--- src/rtl/htok_pkg.sv ---
package htok_pkg;

    // parse phases
    localparam logic [3:0] PH_METHOD  = 4'd0;
    localparam logic [3:0] PH_URL     = 4'd1;
    localparam logic [3:0] PH_VERSION = 4'd2;
    localparam logic [3:0] PH_SKIP    = 4'd3;
    localparam logic [3:0] PH_LINE    = 4'd4;
    localparam logic [3:0] PH_LINE_CR = 4'd5;
    localparam logic [3:0] PH_NAME    = 4'd6;
    localparam logic [3:0] PH_SPACES  = 4'd7;
    localparam logic [3:0] PH_VALUE   = 4'd8;

    // result kinds
    localparam logic [3:0] KIND_METHOD_DONE  = 4'd0;
    localparam logic [3:0] KIND_URL_BYTE     = 4'd1;
    localparam logic [3:0] KIND_URL_DONE     = 4'd2;
    localparam logic [3:0] KIND_VERSION_BYTE = 4'd3;
    localparam logic [3:0] KIND_VERSION_DONE = 4'd4;
    localparam logic [3:0] KIND_NAME_BYTE    = 4'd5;
    localparam logic [3:0] KIND_NAME_DONE    = 4'd6;
    localparam logic [3:0] KIND_VALUE_BYTE   = 4'd7;
    localparam logic [3:0] KIND_HEADER_DONE  = 4'd8;
    localparam logic [3:0] KIND_REQ_DONE     = 4'd9;

    // method codes
    localparam logic [2:0] METHOD_CONNECT = 3'd0;
    localparam logic [2:0] METHOD_GET     = 3'd1;
    localparam logic [2:0] METHOD_HEAD    = 3'd2;
    localparam logic [2:0] METHOD_POST    = 3'd3;
    localparam logic [2:0] METHOD_PUT     = 3'd4;

    // characters
    localparam logic [7:0] CH_SPACE = 8'h20;
    localparam logic [7:0] CH_CR    = 8'h0d;
    localparam logic [7:0] CH_LF    = 8'h0a;
    localparam logic [7:0] CH_COLON = 8'h3a;

    // method candidates in priority order
    localparam int         NUM_CAND  = 4;
    localparam logic [2:0] MPOS_MAX  = 3'd7;
    localparam logic [0:NUM_CAND-1][0:6][7:0] CAND_TEXT =
        {"CONNECT", "GET", 32'h0, "HEAD", 24'h0, "POST", 24'h0};
    localparam logic [0:NUM_CAND-1][2:0] CAND_LEN = {3'd7, 3'd3, 3'd4, 3'd4};

    // result queue
    localparam int FIFO_DEPTH = 4;
    localparam int FIFO_AW    = $clog2(FIFO_DEPTH);

    typedef struct packed {
        logic [3:0] kind;
        logic [7:0] payload_byte;
        logic [2:0] method_code;
        logic       last_of_run;
    } t_result;

    // results caused by one byte
    typedef struct packed {
        logic [1:0] cnt;
        t_result    res0;
        t_result    res1;
    } t_res_pair;

    function automatic t_result mk_result(logic [3:0] kind, logic [7:0] b,
                                          logic [2:0] code);
        t_result r;
        r.kind         = kind;
        r.payload_byte = b;
        r.method_code  = code;
        r.last_of_run  = 1'b0;
        return r;
    endfunction

endpackage

--- src/rtl/htok_if.sv ---
// raw byte channel
interface htok_in_if;
    logic       valid;
    logic       ready;
    logic [7:0] data_byte;

    modport source (output valid, output data_byte, input ready);
    modport sink   (input valid, input data_byte, output ready);
endinterface

// tagged result channel
interface htok_out_if;
    logic       valid;
    logic       ready;
    logic [3:0] kind;
    logic [7:0] payload_byte;
    logic [2:0] method_code;
    logic       last_of_run;

    modport source (output valid, output kind, output payload_byte,
                    output method_code, output last_of_run, input ready);
    modport sink   (input valid, input kind, input payload_byte,
                    input method_code, input last_of_run, output ready);
endinterface

--- src/rtl/http_request_head_tokenizer_unit.sv ---
// a byte is held in the input register, then its results go through the result queue
// throughput: one byte per cycle while the result queue has room for two results
// a byte with no result (method byte, skipped byte, leading space, line-start cr) uses no slot
// reset: i_rst_n synchronous active low; returns to the method token with all candidates
// alive and empties the input register and the result queue
module http_request_head_tokenizer_unit (
    input  logic        i_clk,
    input  logic        i_rst_n,
    htok_in_if.sink     i_in,
    htok_out_if.source  o_out
);
    import htok_pkg::*;

    logic             r_in_valid;
    logic [7:0]       r_in_byte;
    logic             proc_fire;
    t_res_pair        res;
    t_result          head;
    logic [FIFO_AW:0] q_count;
    logic [1:0]       push_cnt;

    // process the held byte when the queue has room for two results
    assign proc_fire  = r_in_valid && (q_count <= (FIFO_AW+1)'(FIFO_DEPTH - 2));
    assign i_in.ready = !r_in_valid || proc_fire;
    assign push_cnt   = proc_fire ? res.cnt : 2'd0;

    // input register
    always_ff @(posedge i_clk) begin
        if (!i_rst_n) begin
            r_in_valid <= 1'b0;
        end else if (i_in.ready) begin
            r_in_valid <= i_in.valid;
        end
    end

    always_ff @(posedge i_clk) begin
        if (i_in.valid && i_in.ready) begin
            r_in_byte <= i_in.data_byte;
        end
    end

    htok_core u_core (
        .i_clk   (i_clk),
        .i_rst_n (i_rst_n),
        .i_fire  (proc_fire),
        .i_byte  (r_in_byte),
        .o_res   (res)
    );

    htok_fifo u_fifo (
        .i_clk      (i_clk),
        .i_rst_n    (i_rst_n),
        .i_push_cnt (push_cnt),
        .i_push0    (res.res0),
        .i_push1    (res.res1),
        .i_pop      (o_out.ready),
        .o_head     (head),
        .o_count    (q_count)
    );

    // output transfer from the queue head
    assign o_out.valid        = (q_count != '0);
    assign o_out.kind         = head.kind;
    assign o_out.payload_byte = head.payload_byte;
    assign o_out.method_code  = head.method_code;
    assign o_out.last_of_run  = head.last_of_run;

    // held byte stays until processed
    a_hold_byte: assert property (@(posedge i_clk) disable iff (!i_rst_n)
        (r_in_valid && !proc_fire) |=> (r_in_valid && $stable(r_in_byte)))
        else $error("held byte lost before processing");

    // ready whenever the input register is empty
    a_ready_empty: assert property (@(posedge i_clk) disable iff (!i_rst_n)
        !r_in_valid |-> i_in.ready)
        else $error("input stalled with empty register");

    // results pushed by a processed byte are offered on the output
    a_out_valid: assert property (@(posedge i_clk) disable iff (!i_rst_n)
        (proc_fire && res.cnt != 2'd0) |=> o_out.valid)
        else $error("pushed result not offered");

endmodule

--- src/rtl/htok_core.sv ---
module htok_core (
    input  logic               i_clk,
    input  logic               i_rst_n,
    input  logic               i_fire,
    input  logic [7:0]         i_byte,
    output htok_pkg::t_res_pair o_res
);
    import htok_pkg::*;

    logic [3:0] r_phase, n_phase;
    logic [2:0] r_mpos, n_mpos;
    logic [3:0] r_alive, n_alive;
    t_res_pair  res;
    logic [3:0] alive_upd;
    logic [2:0] code;

    // method candidate filter
    always_comb begin
        alive_upd = r_alive;
        if (r_mpos != MPOS_MAX) begin
            for (int k = 0; k < NUM_CAND; k++) begin
                if (r_mpos < CAND_LEN[k] && i_byte != CAND_TEXT[k][r_mpos]) begin
                    alive_upd[k] = 1'b0;
                end
            end
        end
        code = METHOD_PUT;
        if (alive_upd[0])      code = METHOD_CONNECT;
        else if (alive_upd[1]) code = METHOD_GET;
        else if (alive_upd[2]) code = METHOD_HEAD;
        else if (alive_upd[3]) code = METHOD_POST;
    end

    // phase transitions and result generation
    always_comb begin
        n_phase = r_phase;
        n_mpos  = r_mpos;
        n_alive = r_alive;
        res     = '0;
        unique case (r_phase) inside
            PH_URL: begin
                res.cnt = 2'd1;
                if (i_byte == CH_SPACE) begin
                    n_phase  = PH_VERSION;
                    res.res0 = mk_result(KIND_URL_DONE, 8'h0, 3'd0);
                end else begin
                    res.res0 = mk_result(KIND_URL_BYTE, i_byte, 3'd0);
                end
            end
            PH_VERSION: begin
                res.cnt = 2'd1;
                if (i_byte == CH_CR || i_byte == CH_LF) begin
                    n_phase  = PH_SKIP;
                    res.res0 = mk_result(KIND_VERSION_DONE, 8'h0, 3'd0);
                end else begin
                    res.res0 = mk_result(KIND_VERSION_BYTE, i_byte, 3'd0);
                end
            end
            PH_SKIP: begin
                n_phase = PH_LINE;
            end
            PH_LINE, PH_NAME: begin
                if (r_phase == PH_LINE && i_byte == CH_CR) begin
                    n_phase = PH_LINE_CR;
                end else begin
                    res.cnt = 2'd1;
                    if (i_byte == CH_COLON) begin
                        n_phase  = PH_SPACES;
                        res.res0 = mk_result(KIND_NAME_DONE, 8'h0, 3'd0);
                    end else begin
                        n_phase  = PH_NAME;
                        res.res0 = mk_result(KIND_NAME_BYTE, i_byte, 3'd0);
                    end
                end
            end
            PH_LINE_CR: begin
                if (i_byte == CH_LF) begin
                    n_phase  = PH_METHOD;
                    n_mpos   = 3'd0;
                    n_alive  = 4'hf;
                    res.cnt  = 2'd1;
                    res.res0 = mk_result(KIND_REQ_DONE, 8'h0, 3'd0);
                end else begin
                    // lone cr turns into a name byte ahead of this one
                    res.cnt  = 2'd2;
                    res.res0 = mk_result(KIND_NAME_BYTE, CH_CR, 3'd0);
                    if (i_byte == CH_COLON) begin
                        n_phase  = PH_SPACES;
                        res.res1 = mk_result(KIND_NAME_DONE, 8'h0, 3'd0);
                    end else begin
                        n_phase  = PH_NAME;
                        res.res1 = mk_result(KIND_NAME_BYTE, i_byte, 3'd0);
                    end
                end
            end
            PH_SPACES, PH_VALUE: begin
                if (r_phase == PH_VALUE || i_byte != CH_SPACE) begin
                    res.cnt = 2'd1;
                    if (i_byte == CH_CR || i_byte == CH_LF) begin
                        n_phase  = PH_SKIP;
                        res.res0 = mk_result(KIND_HEADER_DONE, 8'h0, 3'd0);
                    end else begin
                        n_phase  = PH_VALUE;
                        res.res0 = mk_result(KIND_VALUE_BYTE, i_byte, 3'd0);
                    end
                end
            end
            default: begin
                // method token, also any unused phase code
                n_alive = alive_upd;
                if (r_mpos != MPOS_MAX) begin
                    n_mpos = r_mpos + 3'd1;
                end
                if (i_byte == CH_SPACE) begin
                    n_phase  = PH_URL;
                    res.cnt  = 2'd1;
                    res.res0 = mk_result(KIND_METHOD_DONE, 8'h0, code);
                end else begin
                    n_phase = PH_METHOD;
                end
            end
        endcase
        // mark the final result of the run
        if (res.cnt == 2'd1) res.res0.last_of_run = 1'b1;
        if (res.cnt == 2'd2) res.res1.last_of_run = 1'b1;
    end

    assign o_res = res;

    // parse state
    always_ff @(posedge i_clk) begin
        if (!i_rst_n) begin
            r_phase <= PH_METHOD;
            r_mpos  <= 3'd0;
            r_alive <= 4'hf;
        end else if (i_fire) begin
            r_phase <= n_phase;
            r_mpos  <= n_mpos;
            r_alive <= n_alive;
        end
    end

    // two results only come from a cr at line start
    a_two_from_cr: assert property (@(posedge i_clk) disable iff (!i_rst_n)
        (i_fire && res.cnt == 2'd2) |-> r_phase == PH_LINE_CR)
        else $error("two results outside lone cr");

    // request done restarts the method match
    a_req_restart: assert property (@(posedge i_clk) disable iff (!i_rst_n)
        (i_fire && res.cnt == 2'd1 && res.res0.kind == KIND_REQ_DONE)
        |=> (r_phase == PH_METHOD && r_mpos == 3'd0 && r_alive == 4'hf))
        else $error("request done did not restart method match");

    // candidates only die while in the method token
    a_alive_hold: assert property (@(posedge i_clk) disable iff (!i_rst_n)
        (i_fire && r_phase != PH_METHOD && r_phase != PH_LINE_CR)
        |=> $stable(r_alive))
        else $error("candidate set changed outside method token");

endmodule

--- src/rtl/htok_fifo.sv ---
module htok_fifo (
    input  logic                 i_clk,
    input  logic                 i_rst_n,
    input  logic [1:0]           i_push_cnt,
    input  htok_pkg::t_result    i_push0,
    input  htok_pkg::t_result    i_push1,
    input  logic                 i_pop,
    output htok_pkg::t_result    o_head,
    output logic [htok_pkg::FIFO_AW:0] o_count
);
    import htok_pkg::*;

    t_result              r_mem [FIFO_DEPTH];
    logic [FIFO_AW-1:0]   r_wr_ptr, r_rd_ptr;
    logic [FIFO_AW:0]     r_count, n_count;
    logic                 pop_ok;

    assign pop_ok  = i_pop && (r_count != '0);
    assign n_count = r_count + {{(FIFO_AW-1){1'b0}}, i_push_cnt}
                     - {{FIFO_AW{1'b0}}, pop_ok};

    // storage writes, up to two entries per cycle
    always_ff @(posedge i_clk) begin
        if (i_push_cnt != 2'd0) begin
            r_mem[r_wr_ptr] <= i_push0;
        end
        if (i_push_cnt == 2'd2) begin
            r_mem[r_wr_ptr + FIFO_AW'(1)] <= i_push1;
        end
    end

    // pointers and fill count
    always_ff @(posedge i_clk) begin
        if (!i_rst_n) begin
            r_wr_ptr <= '0;
            r_rd_ptr <= '0;
            r_count  <= '0;
        end else begin
            r_wr_ptr <= r_wr_ptr + FIFO_AW'(i_push_cnt);
            if (pop_ok) begin
                r_rd_ptr <= r_rd_ptr + FIFO_AW'(1);
            end
            r_count <= n_count;
        end
    end

    assign o_head  = r_mem[r_rd_ptr];
    assign o_count = r_count;

    // no overflow
    a_no_overflow: assert property (@(posedge i_clk) disable iff (!i_rst_n)
        (r_count + {{(FIFO_AW-1){1'b0}}, i_push_cnt}) <= (FIFO_AW+1)'(FIFO_DEPTH))
        else $error("result queue overflow");

    // pointer distance matches fill count
    a_ptr_count: assert property (@(posedge i_clk) disable iff (!i_rst_n)
        (r_wr_ptr - r_rd_ptr) == r_count[FIFO_AW-1:0])
        else $error("queue pointers disagree with count");

    // a pop with no push lowers the count by one
    a_pop_count: assert property (@(posedge i_clk) disable iff (!i_rst_n)
        (pop_ok && i_push_cnt == 2'd0) |=> r_count == $past(r_count) - 1'b1)
        else $error("pop did not lower count");

endmodule

--- src/flat_wrapper.sv ---
// flat-port wrapper written by rule: the top's interface ports become plain ports
module http_request_head_tokenizer_unit_flat import htok_pkg::*;
  (i_clk, i_rst_n, i_in_valid, i_in_data_byte, i_in_ready, o_out_valid, o_out_kind, o_out_payload_byte, o_out_method_code, o_out_last_of_run, o_out_ready);
  htok_in_if i_in_i ();
  htok_out_if o_out_i ();
  input  logic i_clk;
  input  logic i_rst_n;
  input wire logic [$bits(i_in_i.valid)-1:0] i_in_valid;
  input wire logic [$bits(i_in_i.data_byte)-1:0] i_in_data_byte;
  output wire logic [$bits(i_in_i.ready)-1:0] i_in_ready;
  output wire logic [$bits(o_out_i.valid)-1:0] o_out_valid;
  output wire logic [$bits(o_out_i.kind)-1:0] o_out_kind;
  output wire logic [$bits(o_out_i.payload_byte)-1:0] o_out_payload_byte;
  output wire logic [$bits(o_out_i.method_code)-1:0] o_out_method_code;
  output wire logic [$bits(o_out_i.last_of_run)-1:0] o_out_last_of_run;
  input wire logic [$bits(o_out_i.ready)-1:0] o_out_ready;
  assign i_in_i.valid = i_in_valid;
  assign i_in_i.data_byte = i_in_data_byte;
  assign i_in_ready = i_in_i.ready;
  assign o_out_valid = o_out_i.valid;
  assign o_out_kind = o_out_i.kind;
  assign o_out_payload_byte = o_out_i.payload_byte;
  assign o_out_method_code = o_out_i.method_code;
  assign o_out_last_of_run = o_out_i.last_of_run;
  assign o_out_i.ready = o_out_ready;
  http_request_head_tokenizer_unit u_core (.i_clk(i_clk), .i_rst_n(i_rst_n), .i_in(i_in_i), .o_out(o_out_i));
endmodule
--- config.mk ---
export PLATFORM = sky130hd
export DESIGN_NAME = http_request_head_tokenizer_unit_flat
export DESIGN_NICKNAME = d
export VERILOG_FILES = /design/src/rtl/htok_pkg.sv /design/src/rtl/htok_if.sv /design/src/rtl/http_request_head_tokenizer_unit.sv /design/src/rtl/htok_core.sv /design/src/rtl/htok_fifo.sv /design/src/flat_wrapper.sv
export SDC_FILE = /design/constraint.sdc
export NUM_CORES = 1
export LEC_CHECK = 0
export ABC_AREA = 1
export BUFFER_PORTS_ARGS = -buffer_cell sky130_fd_sc_hd__buf_2
export CAP_MARGIN = 20
export CORE_ASPECT_RATIO = 2
export CORE_MARGIN = 2
export CORE_UTILIZATION = 65
export DETAILED_ROUTE_END_ITERATION = 8
export PLACE_DENSITY_LB_ADDON = 0.05
export SLEW_MARGIN = 20
export SYNTH_ARGS = -nofsm -noshare
export SYNTH_HDL_FRONTEND = slang
export SYNTH_SLANG_ARGS = --single-unit
--- constraint.sdc ---
create_clock -name i_clk -period 5.7 [get_ports i_clk]
set_clock_uncertainty 0.15 [all_clocks]
set_input_delay 1.14 -clock i_clk [delete_from_list [all_inputs] [get_ports i_clk]]
set_output_delay 1.14 -clock i_clk [all_outputs]
set_load 0.01 [all_outputs]
# After elaboration in Yosys (flattened, before gate mapping)
# Memories as Yosys holds them, arrays and structs flattened. A register that Yosys moved wholly into a read port is not among the register bits.
# Index checks and enable logic that the tools add are counted.
[word_totals]
regBits = 27
in_bits = 12
out_inout_bits = 18
n_memories = 5
rom_bits = 256
latchBits = 0
ram_bits = 64
wordCells = 123
[op_classes]
bitwise_logic = 2
n_reduce_logical = 21
magnitude_cmp = 5
mux = 51
shift = 0
eq_ne = 25
n_mul = 0
n_div = 0
addsub = 6
[memory_table]
columns = ["memory", "depth", "word_bits", "rd", "rd_ports_with_merged_regs", "write_ports", "line_no", "text"]
rows = [
  ["(no name shown)", 8, 8, 1, 0, 0, "htok_core.sv:22", "if (r_mpos < CAND_LEN[k] && i_byte != CAND_TEXT[k][r_mpos]) begin"],
  ["(no name shown)", 8, 8, 1, 0, 0, "htok_core.sv:22", ""],
  ["(no name shown)", 8, 8, 1, 0, 0, "htok_core.sv:22", ""],
  ["(no name shown)", 8, 8, 1, 0, 0, "htok_core.sv:22", ""],
  ["u_core.u_fifo.r_mem", 4, 16, 1, 1, 2, "htok_fifo.sv:13", "t_result r_mem [FIFO_DEPTH];"],
]
[ops]
columns = ["cell", "n"]
rows = [
  ["one-hot mux 18 bit (6 select lines)", 1],
  ["two-way mux 8 bit", 8],
  ["two-way mux 17 bit", 3],
  ["two-way mux 16 bit", 3],
  ["two-way mux 4 bit", 8],
  ["inequality test 8 bit", 4],
  ["two-way mux 14 bit", 2],
  ["one-hot mux 4 bit (6 select lines)", 1],
  ["two-way mux 18 bit", 1],
  ["two-way mux 3 bit", 6],
  ["equality test 4 x 3 -> 1 bit (second input constant)", 4],
  ["equality test 8 x 4 -> 1 bit (second input constant)", 2],
  ["equality test 8 x 6 -> 1 bit (second input constant)", 2],
  ["two-way mux 15 bit", 1],
  ["two-way mux 1 bit", 12],
  ["equality test 4 x 2 -> 1 bit (second input constant)", 2],
  ["logical AND 1 bit", 8],
  ["inequality test 8 x 6 -> 1 bit (second input constant)", 1],
  ["one-hot mux 4 bit (2 select lines)", 1],
  ["AND reduction 4 bit", 2],
  ["OR reduction 7 bit", 1],
  ["less-than comparator 3 bit (second input constant)", 2],
  ["two-way mux 2 bit", 3],
  ["one-hot mux 3 bit (2 select lines)", 1],
  ["23 further kinds", 31],
]

# Depth between registers and ports, before layout
# Gate-level depths: netlist (run 1).
[depth]
depth_word = 18
ltp_mapped = 17
depth_no_buf = 16

# By module
# Synthesis (run 1) repeated with hierarchy kept, for this count alone.
[hier_totals]
hier_cells = 716
hier_area_um2 = 6020.8
[by_module_without_submodules]
columns = ["mod", "n_inst", "area_each_um2", "cells_each"]
rows = [
  ["htok_fifo", 1, 3978.8, 377],
  ["htok_core", 1, 1691.6, 312],
  ["http_request_head_tokenizer_unit", 1, 350.3, 27],
]

# Least setup slack after synthesis (run 1)
# OpenSTA, ideal clock, no wires.
[synth_timing]
kind = "reg-to-reg"
startpoint = "reg u_core.r_in_byte[4]"
endpoint = "reg u_core.u_fifo.r_count[2], in the netlist u_core.u_fifo.o_count[2]"
stages_incl_launch_ff = 16
t_arrival_ns = 2.352
path_buffers = 0
setup_time_ns = 0.118
setup_slack_ns = 3.080
path_cell_list = "edfxtp_1 inv_2 nand2_1 nor2_1 nand3_1 a21oi_2 nand3_2 nand2_4 ha_1 inv_1 ha_1 inv_1 fa_1 xor2_1 inv_1 nor2_1"
[synth_between]
elab_chain_cells = 7
[synth_lines]
columns = ["item", "line_no", "text"]
rows = [
  ["from (decl)", "http_request_head_tokenizer_unit.sv:15", "logic [7:0] r_in_byte;"],
  ["from (signal assigned)", "http_request_head_tokenizer_unit.sv:38", "r_in_byte <= i_in.data_byte;"],
  ["inequality test 8 x 6 -> 1 bit or equality test 8 x 4 -> 1 bit (tied branches)", "htok_core.sv:97, htok_core.sv:63", ""],
  ["logical OR 1 bit or logical AND 1 bit (tied branches)", "htok_core.sv:97, htok_core.sv:63", ""],
  ["two-way mux 17 bit, on equally long branches", "htok_core.sv:97, htok_core.sv:63", ""],
  ["one-hot mux 18 bit (6 select lines) (*)", "htok_core.sv:40", "unique case (r_phase) inside"],
  ["two-way mux 2 bit (*)", "http_request_head_tokenizer_unit.sv:25", "assign push_cnt = proc_fire ? res.cnt : 2'd0;"],
  ["adder 3 x 2 -> 3 bit (*)", "htok_fifo.sv:19", "assign n_count = r_count + {{(FIFO_AW-1){1'b0}}, i_push_cnt}"],
  ["subtractor 3 x 1 -> 3 bit (*)", "htok_fifo.sv:20", "- {{FIFO_AW{1'b0}}, pop_ok};"],
  ["to (signal assigned)", "htok_fifo.sv:43", "r_count <= n_count;"],
  ["to (decl)", "htok_fifo.sv:15", "logic [FIFO_AW:0] r_count, n_count;"],
]
# Every way passes the cells marked *; elsewhere a longest branch is shown, timed or not.
# A chain may end at the register's enable or synchronous reset.

==> flow_metrics.py, run 1 <==
metrics = {
    "logic_synthesis": {
        "async_flop_share_pct": 0,
        "synth_warnings": 0,
        "ys_types": 36,
        "synthCells": 693,
        "synth_area_leaders": "edfxtp_1 32%, nand2_1 15%, dfxtp_1 14%",
        "yosysTopAreaCellShare_pct": 31.6,
        "synth_top_cell_by_area": "edfxtp_1",
        "mappedNetlistNets": 717,
        "ys_ff_latch": 93,
        "syn-cell-area_sq_um": 5320,
        "synth_ff_type": "edfxtp_1",
        "synth_commonest_cells": "217 x nand2_1, 78 x nor2_1, 56 x edfxtp_1",
        "synth_edf_count": 56,
        "ys_seq_area_share_pct": 45.5,
        "synth.most_common_cell": "nand2_1",
        "synth_area_per_cell_sq_um": 7.68,
    },
    "clock_network": {
        "clk_pin_slew_ns": 0.07,
        "clock_sinks": 93,
        "cts_root_buf": "clkbuf_16",
        "cts_tree": "yes",
        "cts_setup_buffers": 0,
        "postCtsHoldBufs": 0,
        "clk-insertion-delay-late_ns": 0.35,
        "clockBufferDepth": 2,
        "cts_buffers": 9,
        "htree_levels": 3,
        "cts_resized": 0,
    },
    "sta": {
        "drv_slew": 0,
        "tns_ns": 0,
        "max_freq_ghz": 0.251,
        "period_share_pct": 69.9,
        "worst_slew_pin_slew_ns": 1.01,
        "hold_viol": 0,
        "setup_viol": 0,
        "holdWs_ns": 0.317,
        "slew-limit-headroom_pct": 32.3,
        "rsz0062_at_grt": "false",
        "fin_crit_ns": 3.98,
        "setup_ws_ns": 1.72,
    },
    "detailed_routing": {
        "wl_per_cell_um": 17.4,
        "drt_iter0_drc": 630,
        "vias": 4918,
        "drc": 0,
        "ant_nets": 0,
        "detail_route.vias_per_cell": 6.03,
        "dr.pass1.iters": 7,
        "wl_um": 14200,
    },
    "placement": {
        "pre_cts_ws_ns": 2.19,
        "placedCellCount": 799,
        "io_buffers": 29,
        "gp_congestion": 0.923,
        "detailed_place_hpwl_um": 10300,
        "place_area_sq_um": 5470,
    },
    "setup_path": {
        "arrival_ns": 2.69,
        "path_class": "flop to output pin",
        "worstPathRequired_ns": 4.41,
        "regToRegStartpoint": "u_core.u_core.r_phase[1]",
        "cp-start-kind": "flop",
        "critPathMaxFanout": 33,
        "endpoint_kind": "output pin",
    },
    "floorplanning": {
        "ios": 30,
        "dieArea_sq_um": 8970,
        "chipWidth_um": 68.0,
        "initial_core_util_pct": 67.0,
        "design.core.area_sq_um": 7940,
        "row_count": 46,
        "die-height_um": 132,
    },
    "layout": {
        "post-route-cell-area_sq_um": 5790,
        "fin_cells": 815,
        "final_nets": 738,
        "syn_to_final_growth_pct": 8.82,
        "drive_gt1_share_pct": 13.4,
        "n_antenna_cell": 0,
    },
    "power": {
        "p_leak_nw": 2.61,
        "ir_drop_v": 0.000276,
        "power.density_nw_per_um2": 313,
    },
    "global_route": {
        "grt_usage_pct": 33.4,
        "grt_pass1_vias": 4725,
        "overflow": 0,
        "grt_pass1_wl_um": 22300,
        "grt_max_degree": 34,
        "antenna_found_initial": 0,
    },
    "worst_hold_path": {
        "hold_start": "u_core.u_fifo.r_mem[2][2]",
        "hold_class": "flop to flop",
    },
    "outcome": {
        "status": "completed",
    },
    "job": {
        "maxCapViolCount": 0,
    },
}
[power breakdown]
part	internal [mW]	switching (mW)
registers	0.738	0.0575
logic	0.140	0.236
clock network	0.356	0.284
[final cells by class]
cell class	instances	area [sq um]
multi-input combinational	518	2540
sequential	93	2420
fill	651	2150
clock buffer	11	275
inverter	63	239
timing repair buffer	29	145
tap	96	120
clock inverter	5	47.5
[final timing paths]
check | endpoint | slack, ns | cells past startpoint
worst min-delay path | u_core.u_fifo.r_mem[2][2] | 0.32 | 2
worst max-delay path | o_out_payload_byte[1] | 1.72 | 4
worst min register to register | u_core.u_fifo.r_mem[2][2] | 0.32 | 2
worst max register to register | u_core.u_fifo.r_mem[2][11] | 2.38 | 9
[registers in the layout, indices dropped and copies added (netlist names), named ones only]
name / flops
u_core.u_fifo.r_mem: 64
u_core.r_in_byte: 8
u_core.u_core.r_alive: 4
u_core.u_core.r_phase: 4
u_core.u_core.r_mpos: 3
u_core.u_fifo.o_count: 3
u_core.u_fifo.r_rd_ptr: 2
u_core.u_fifo.r_wr_ptr: 2
u_core.r_in_valid: 1
[routing by layer]
metal	routed length [um]	global-route usage [%]	vias up
met5	0	0	-
met4	993	23.7	0
met3	885	5.38	85
met2	7440	58.1	268
met1	4840	34.0	2243
li1	-	-	2322
[stage by stage]
stage | power [mW] | util (%)
floorplan | 1.07 | -
global placement | 1.16 | 68.9
detailed placement | 1.18 | 68.9
CTS | 1.80 | 72.9
global route | 1.88 | 72.9
finish | 1.81 | 72.9
[critical path: stages (launching register included)]
cell	delay, ns
dfxtp_1	0.99
inv_1	0.69
o21ai_0	0.38
o22ai_1	0.12
buf_2	0.15
[cells in the final DEF, fill, tap and decap left out, types with 5 or more instances in the layout]
| cell | synthesis | layout |
|---|---|---|
| a21oi_1 | 17 | 17 |
| dfxtp_1 | 37 | 37 |
| o21ai_0 | 51 | 51 |
| nand3_1 | 55 | 55 |
| nor2_1 | 78 | 78 |
| nand2_2 | 9 | 9 |
| nand2_1 | 217 | 217 |
| edfxtp_1 | 56 | 56 |
| buf_2 | 2 | 29 |
| inv_1 | 49 | 49 |
| o22ai_1 | 16 | 16 |
| nor2_2 | 10 | 10 |
| inv_2 | 11 | 11 |
| ha_1 | 11 | 11 |
| clkbuf_16 | 0 | 11 |
| a21oi_4 | 5 | 5 |
| o21ai_1 | 18 | 18 |
[cells by family (layout without fill, tap and decap cells)]
group / count (synthesis) / count (layout) / share of synthesized area [%]
flops: 93 / 93 / 45.5
buf+inv: 82 / 108 / 6.72
xor+xnor: 4 / 4 / 0.658
fa+ha+maj: 12 / 12 / 2.96
compound gates: 114 / 114 / 12.6
simple gates: 388 / 388 / 31.5
Note: power is estimated with default switching activity, not from simulation.
==> inputs of run 2 (changes only) <==
CORE_UTILIZATION = 61   (was 65)
clock period = 4.1 ns   (was 5.7 ns; I/O delays follow)
==> run 2 against run 1 <==
Compared with the run above:
- setup slack worse by 0.72 ns
- total power is 40% higher
- register-to-register slack lost 1.4 ns
- final cell count grew 0.61%
- flip-flop and latch count unchanged
- non-clock buffer count rose by 1
- combinational power is 47% higher
- via count down 3.3%
- wire length fell by 3.7%
- utilization down 4.8 points
- critical path depth grew 5
- die area rose by 6.3%
- critical path type is now flop to flop
- critical endpoint is now u_core.u_fifo.r_mem[2][10]
- largest cell class unchanged
- largest power group unchanged
==> flow_metrics.py, run 2 (same netlist as run 1, synthesis figures left out) <==
metrics = {
    "worst_hold_path": {
        "hold_start": "u_core.u_fifo.r_mem[1][15]",
        "hold_class": "flop to flop",
    },
    "layout": {
        "reg_top3": "u_core.u_fifo.r_mem x64, u_core.r_in_byte x8",
        "post-route-cell-area_sq_um": 5810,
        "final_nets": 739,
        "largest_reg_flops": 64,
        "syn_to_final_growth_pct": 9.10,
        "largest-register": "u_core.u_fifo.r_mem",
        "fillers": 736,
        "utilization_pct": 68.1,
        "n_antenna_cell": 0,
        "layout_common_cells": "217 x nand2_1, 78 x nor2_1, 56 x edfxtp_1, 55 x nand3_1, 51 x o21ai_0",
        "drive_gt1_share_pct": 13.5,
        "final_common_cell": "nand2_1",
    },
    "setup_path": {
        "regToRegStartpoint": "u_core.u_core.r_phase[1]",
        "worstPathBufferInverterCount": 3,
        "crit_cells": 9,
        "worstPathRequired_ns": 3.94,
        "path_cells": "inv_1, nand2_1, nor2_4, inv_2, a21oi_4, nand2_2, nor2_2, inv_1, nand2_1",
        "arrival_ns": 2.94,
        "r2r_cells": 9,
        "cp-start-kind": "flop",
        "critPathLaunch": "u_core.u_core.r_phase[1]",
        "path_delay_family": "simple AND/OR/NAND/NOR gates",
        "critPathMaxFanout": 13,
        "endpoint_kind": "flop",
        "r2r_slack_ns": 1.0,
        "path_class": "flop to flop",
        "cpPeakStageDelay_ns": 0.47,
        "endpoint": "u_core.u_fifo.r_mem[2][10]",
        "slowest_stage": "nor2_2",
        "reg2reg_to": "u_core.u_fifo.r_mem[2][10]",
    },
    "detailed_routing": {
        "ant_nets": 0,
        "detail_route.vias_per_cell": 5.80,
        "dr.pass1.iters": 6,
        "drc": 0,
        "dr_wl_met2_um": 7370,
        "top_layer": "met4",
        "wl_um": 13600,
        "vias": 4755,
        "wl_per_cell_um": 16.6,
        "wl_met1_um": 4860,
        "drt_iter0_drc": 474,
        "wl_met3_um": 626,
    },
    "clock_network": {
        "clk-insertion-delay-late_ns": 0.35,
        "cts_setup_buffers": 0,
        "clock_sinks": 93,
        "cts_resized": 0,
        "clockBufferDepth": 2,
        "htree_levels": 3,
        "postCtsHoldBufs": 0,
        "cts_tree": "yes",
        "cts_root_buf": "clkbuf_16",
        "cts_buffers": 9,
        "clk_pin_slew_ns": 0.07,
    },
    "sta": {
        "hold_viol": 0,
        "fin_crit_ns": 3.10,
        "tns_ns": 0,
        "setup_viol": 0,
        "slew-limit-headroom_pct": 40.7,
        "rsz0062_at_grt": "false",
        "worst_slew_pin_slew_ns": 0.886,
        "period_share_pct": 75.6,
        "drv_slew": 0,
        "setup_ws_ns": 0.999,
        "max_freq_ghz": 0.322,
    },
    "floorplanning": {
        "initial_core_util_pct": 62.4,
        "dieArea_sq_um": 9530,
        "design.core.area_sq_um": 8530,
        "ios": 30,
        "die-height_um": 136,
        "row_count": 48,
        "chipWidth_um": 70.1,
    },
    "power": {
        "p_leak_nw": 2.62,
        "ir_drop_v": 0.000347,
        "p_total_mw": 2.53,
        "power.density_nw_per_um2": 435,
    },
    "placement": {
        "detailed_place_hpwl_um": 10500,
        "place_area_sq_um": 5480,
        "gp_congestion": 0.935,
        "pre_cts_ws_ns": 1.06,
        "io_buffers": 29,
    },
    "job": {
        "maxCapViolCount": 0,
    },
    "global_route": {
        "grt_pass1_wl_um": 22100,
        "antenna_found_initial": 0,
        "overflow": 0,
        "grt_max_degree": 34,
        "grt_usage_pct": 30.0,
        "grt_pass1_vias": 4658,
    },
    "outcome": {
        "status": "completed",
    },
}
==> run 2: cell count changes in the layout (fill, tap and decap cells not counted), sizes merged <==
cell | before | now
bufinv | 0 | 1
buf | 29 | 30
clkinvlp | 1 | 0
==> run 2: worst min-delay path by stage <==
stage | endpoint | cells past startpoint
global route | u_core.u_fifo.r_mem[1][15] | 2
finish | u_core.u_fifo.r_mem[1][15] | 2
floorplan | flop | 2
global placement | u_core.u_fifo.r_rd_ptr[1] | 2
detailed placement | u_core.u_fifo.r_mem[0][1] | 2
CTS | u_core.u_fifo.r_mem[0][3] | 2
==> run 2: per-layer routing <==
layer / global-route usage (%) / vias up
met5: 0 / -
met4: 19.4 / 0
met3: 4.89 / 61
met2: 55.7 / 178
met1: 30.3 / 2184
li1: - / 2332
==> run 2: final cells by class <==
type	count	area [sq um]	share of cell area, %
Timing Repair Buffer	30	153	2.63
Sequential cell	93	2420	41.7
Clock buffer	11	264	4.55
Inverter	63	239	4.12
Multi-Input combinational cell	518	2540	43.8
Clock inverter	5	61.3	1.06
Tap cell	100	125	2.15
==> run 2: power by group <==
group	total, mW	leakage, nW	internal [mW]	switching [mW]
Sequential	1.08	0.877	1.03	0.0520
Clock	0.895	0.162	0.531	0.365
Combinational	0.552	1.58	0.199	0.354
==> run 2: tightest hold or removal path, cell delays in order (launching register included) <==
cell and delay, ns:
dfxtp_1 0.31, nand3_1 0.07, nand2_1 0.04
==> run 2: stage by stage <==
stage / hold slack (ns) / std cells
global placement: 0.303 / 804
global route: 0.333 / 820
floorplan: 0.286 / 693
detailed placement: 0.308 / 804
CTS: 0.319 / 820
finish: 0.317 / 820
==> inputs of run 3 (changes only) <==
clock period = 3.05 ns   (was 4.1 ns; I/O delays follow)
==> run 3 against run 2 <==
Compared with the run above:
- register-to-register slack lost 0.71 ns
- die area unchanged
- global-route usage up 0.95 points
- flip-flop and latch count unchanged
- sequential power is 33% higher
- non-clock buffer count rose by 15
- critical path type unchanged
- critical endpoint is now u_core.u_fifo.o_count[2]
- total power increased by 35%
- final cell count rose by 1.8%
==> flow_metrics.py, run 3 (same netlist as run 1, synthesis figures left out) <==
metrics = {
    "outcome": {
        "status": "completed",
    },
    "layout": {
        "n_antenna_cell": 0,
        "fillers": 717,
        "reg_top3": "u_core.u_fifo.r_mem x64, u_core.r_in_byte x8",
        "final_nets": 754,
        "syn_to_final_growth_pct": 11.2,
        "drive_gt1_share_pct": 15.2,
        "largest-register": "u_core.u_fifo.r_mem",
        "largest_reg_flops": 64,
        "utilization_pct": 69.4,
        "final_common_cell": "nand2_1",
        "layout_common_cells": "217 x nand2_1, 78 x nor2_1, 56 x edfxtp_1, 55 x nand3_1, 51 x o21ai_0",
    },
    "sta": {
        "rsz0062_at_grt": "false",
        "drv_slew": 0,
        "slew-limit-headroom_pct": 41.9,
        "worst_slew_pin_slew_ns": 0.868,
        "max_freq_ghz": 0.363,
        "fin_crit_ns": 2.76,
        "setup_viol": 0,
        "tns_ns": 0,
        "period_share_pct": 90.4,
        "holdWs_ns": 0.279,
        "hold_viol": 0,
    },
    "floorplanning": {
        "initial_core_util_pct": 62.4,
        "ios": 30,
        "dieArea_sq_um": 9530,
        "row_count": 48,
        "design.core.area_sq_um": 8530,
        "chipWidth_um": 70.1,
        "die-height_um": 136,
    },
    "setup_path": {
        "arrival_ns": 2.85,
        "worstPathRequired_ns": 3.14,
        "critPathMaxFanout": 7,
        "path_class": "flop to flop",
        "endpoint_kind": "flop",
        "cp-start-kind": "flop",
    },
    "clock_network": {
        "clk_pin_slew_ns": 0.06,
        "cts_root_buf": "clkbuf_16",
        "clockBufferDepth": 2,
        "postCtsHoldBufs": 0,
        "cts_tree": "yes",
        "cts_buffers": 9,
        "htree_levels": 3,
        "clk-insertion-delay-late_ns": 0.35,
        "cts_resized": 0,
        "clock_sinks": 93,
        "cts_setup_buffers": 0,
    },
    "worst_hold_path": {
        "hold_class": "primary input to flop",
    },
    "detailed_routing": {
        "dr.pass1.iters": 5,
        "drt_iter0_drc": 502,
        "vias": 4837,
        "wl_per_cell_um": 16.7,
        "ant_nets": 0,
        "wl_um": 14000,
        "drc": 0,
        "detail_route.vias_per_cell": 5.79,
    },
    "global_route": {
        "overflow": 0,
        "grt_pass1_wl_um": 22900,
        "grt_max_degree": 33,
        "grt_usage_pct": 30.9,
        "grt_pass1_vias": 4901,
        "antenna_found_initial": 0,
    },
    "power": {
        "power.switching_mw": 1.05,
        "switching_share_pct": 30.6,
        "p_clk_share_pct": 35.3,
        "power.density_nw_per_um2": 578,
        "p_leak_nw": 2.69,
        "intPower_mw": 2.38,
        "seqPwrFrac_pct": 42.1,
        "comb_power_share_pct": 22.7,
        "ir_drop_v": 0.000535,
    },
    "job": {
        "maxCapViolCount": 0,
    },
    "placement": {
        "detailed_place_hpwl_um": 10600,
        "io_buffers": 29,
        "gp_congestion": 0.934,
    },
}
-- run 3: final cells by class --
class	instances	area [sq um]	share of cell area [%]
multi-input combinational	518	2540	43.0
inverter	63	239	4.04
tap	100	125	2.11
clock inverter	5	61.3	1.04
timing repair buffer	45	265	4.48
sequential	93	2420	40.9
clock buffer	11	264	4.46
-- run 3: per-layer routing --
metal | track usage (%) | part of all wire (%) | routed length, um
met1 | 30.6 | 35 | 4880
met2 | 57.8 | 55 | 7630
met3 | 5.11 | 4.6 | 648
met4 | 20.6 | 5.9 | 823
met5 | 0 | 0 | 0
-- run 3: final timing paths --
| kind | from | slack, ns | endpoint | depth (start not counted) |
|---|---|---|---|---|
| worst max-delay path | u_core.r_in_byte[1] | 0.29 | u_core.u_fifo.o_count[2] | 15 |
| worst min-delay path | i_in_data_byte[5] | 0.28 | u_core.r_in_byte[5] | 1 |
| worst max register to register | u_core.r_in_byte[1] | 0.29 | u_core.u_fifo.o_count[2] | 15 |
| worst min register to register | u_core.u_fifo.r_mem[1][1] | 0.32 | u_core.u_fifo.r_mem[1][1] | 2 |
-- run 3: critical path, cell delays in order, from the launching register on --
cell and delay [ns]:
edfxtp_1 0.48, inv_2 0.17, nand2_1 0.06, nor2_1 0.13, nand3_1 0.14, a21oi_2 0.21
nand3_2 0.13, nand2_4 0.08, ha_1 0.22, inv_1 0.06, ha_1 0.13, inv_1 0.05
fa_1 0.37, xor2_1 0.17, inv_1 0.06, nor2_1 0.03
-- run 3: power by group through the flow --
stage	clock (mW)	combinational [mW]	sequential [mW]
after floorplan	0	0.546	1.45
after global placement	0	0.751	1.46
after detailed placement	0	0.776	1.47
after CTS	1.21	0.782	1.44
after global routing	1.25	0.880	1.45
final	1.21	0.775	1.44
-- run 3: through the flow --
step / total power [mW] / instance area [sq um] / cells / setup slack [ns]
floorplan: 1.99 / 5320 / 693 / 0.430
global route: 3.58 / 5920 / 835 / 0.0613
CTS: 3.43 / 5920 / 835 / 0.286
detailed placement: 2.24 / 5590 / 819 / 0.298
finish: 3.42 / 5920 / 835 / 0.293
global placement: 2.21 / 5590 / 819 / 0.357
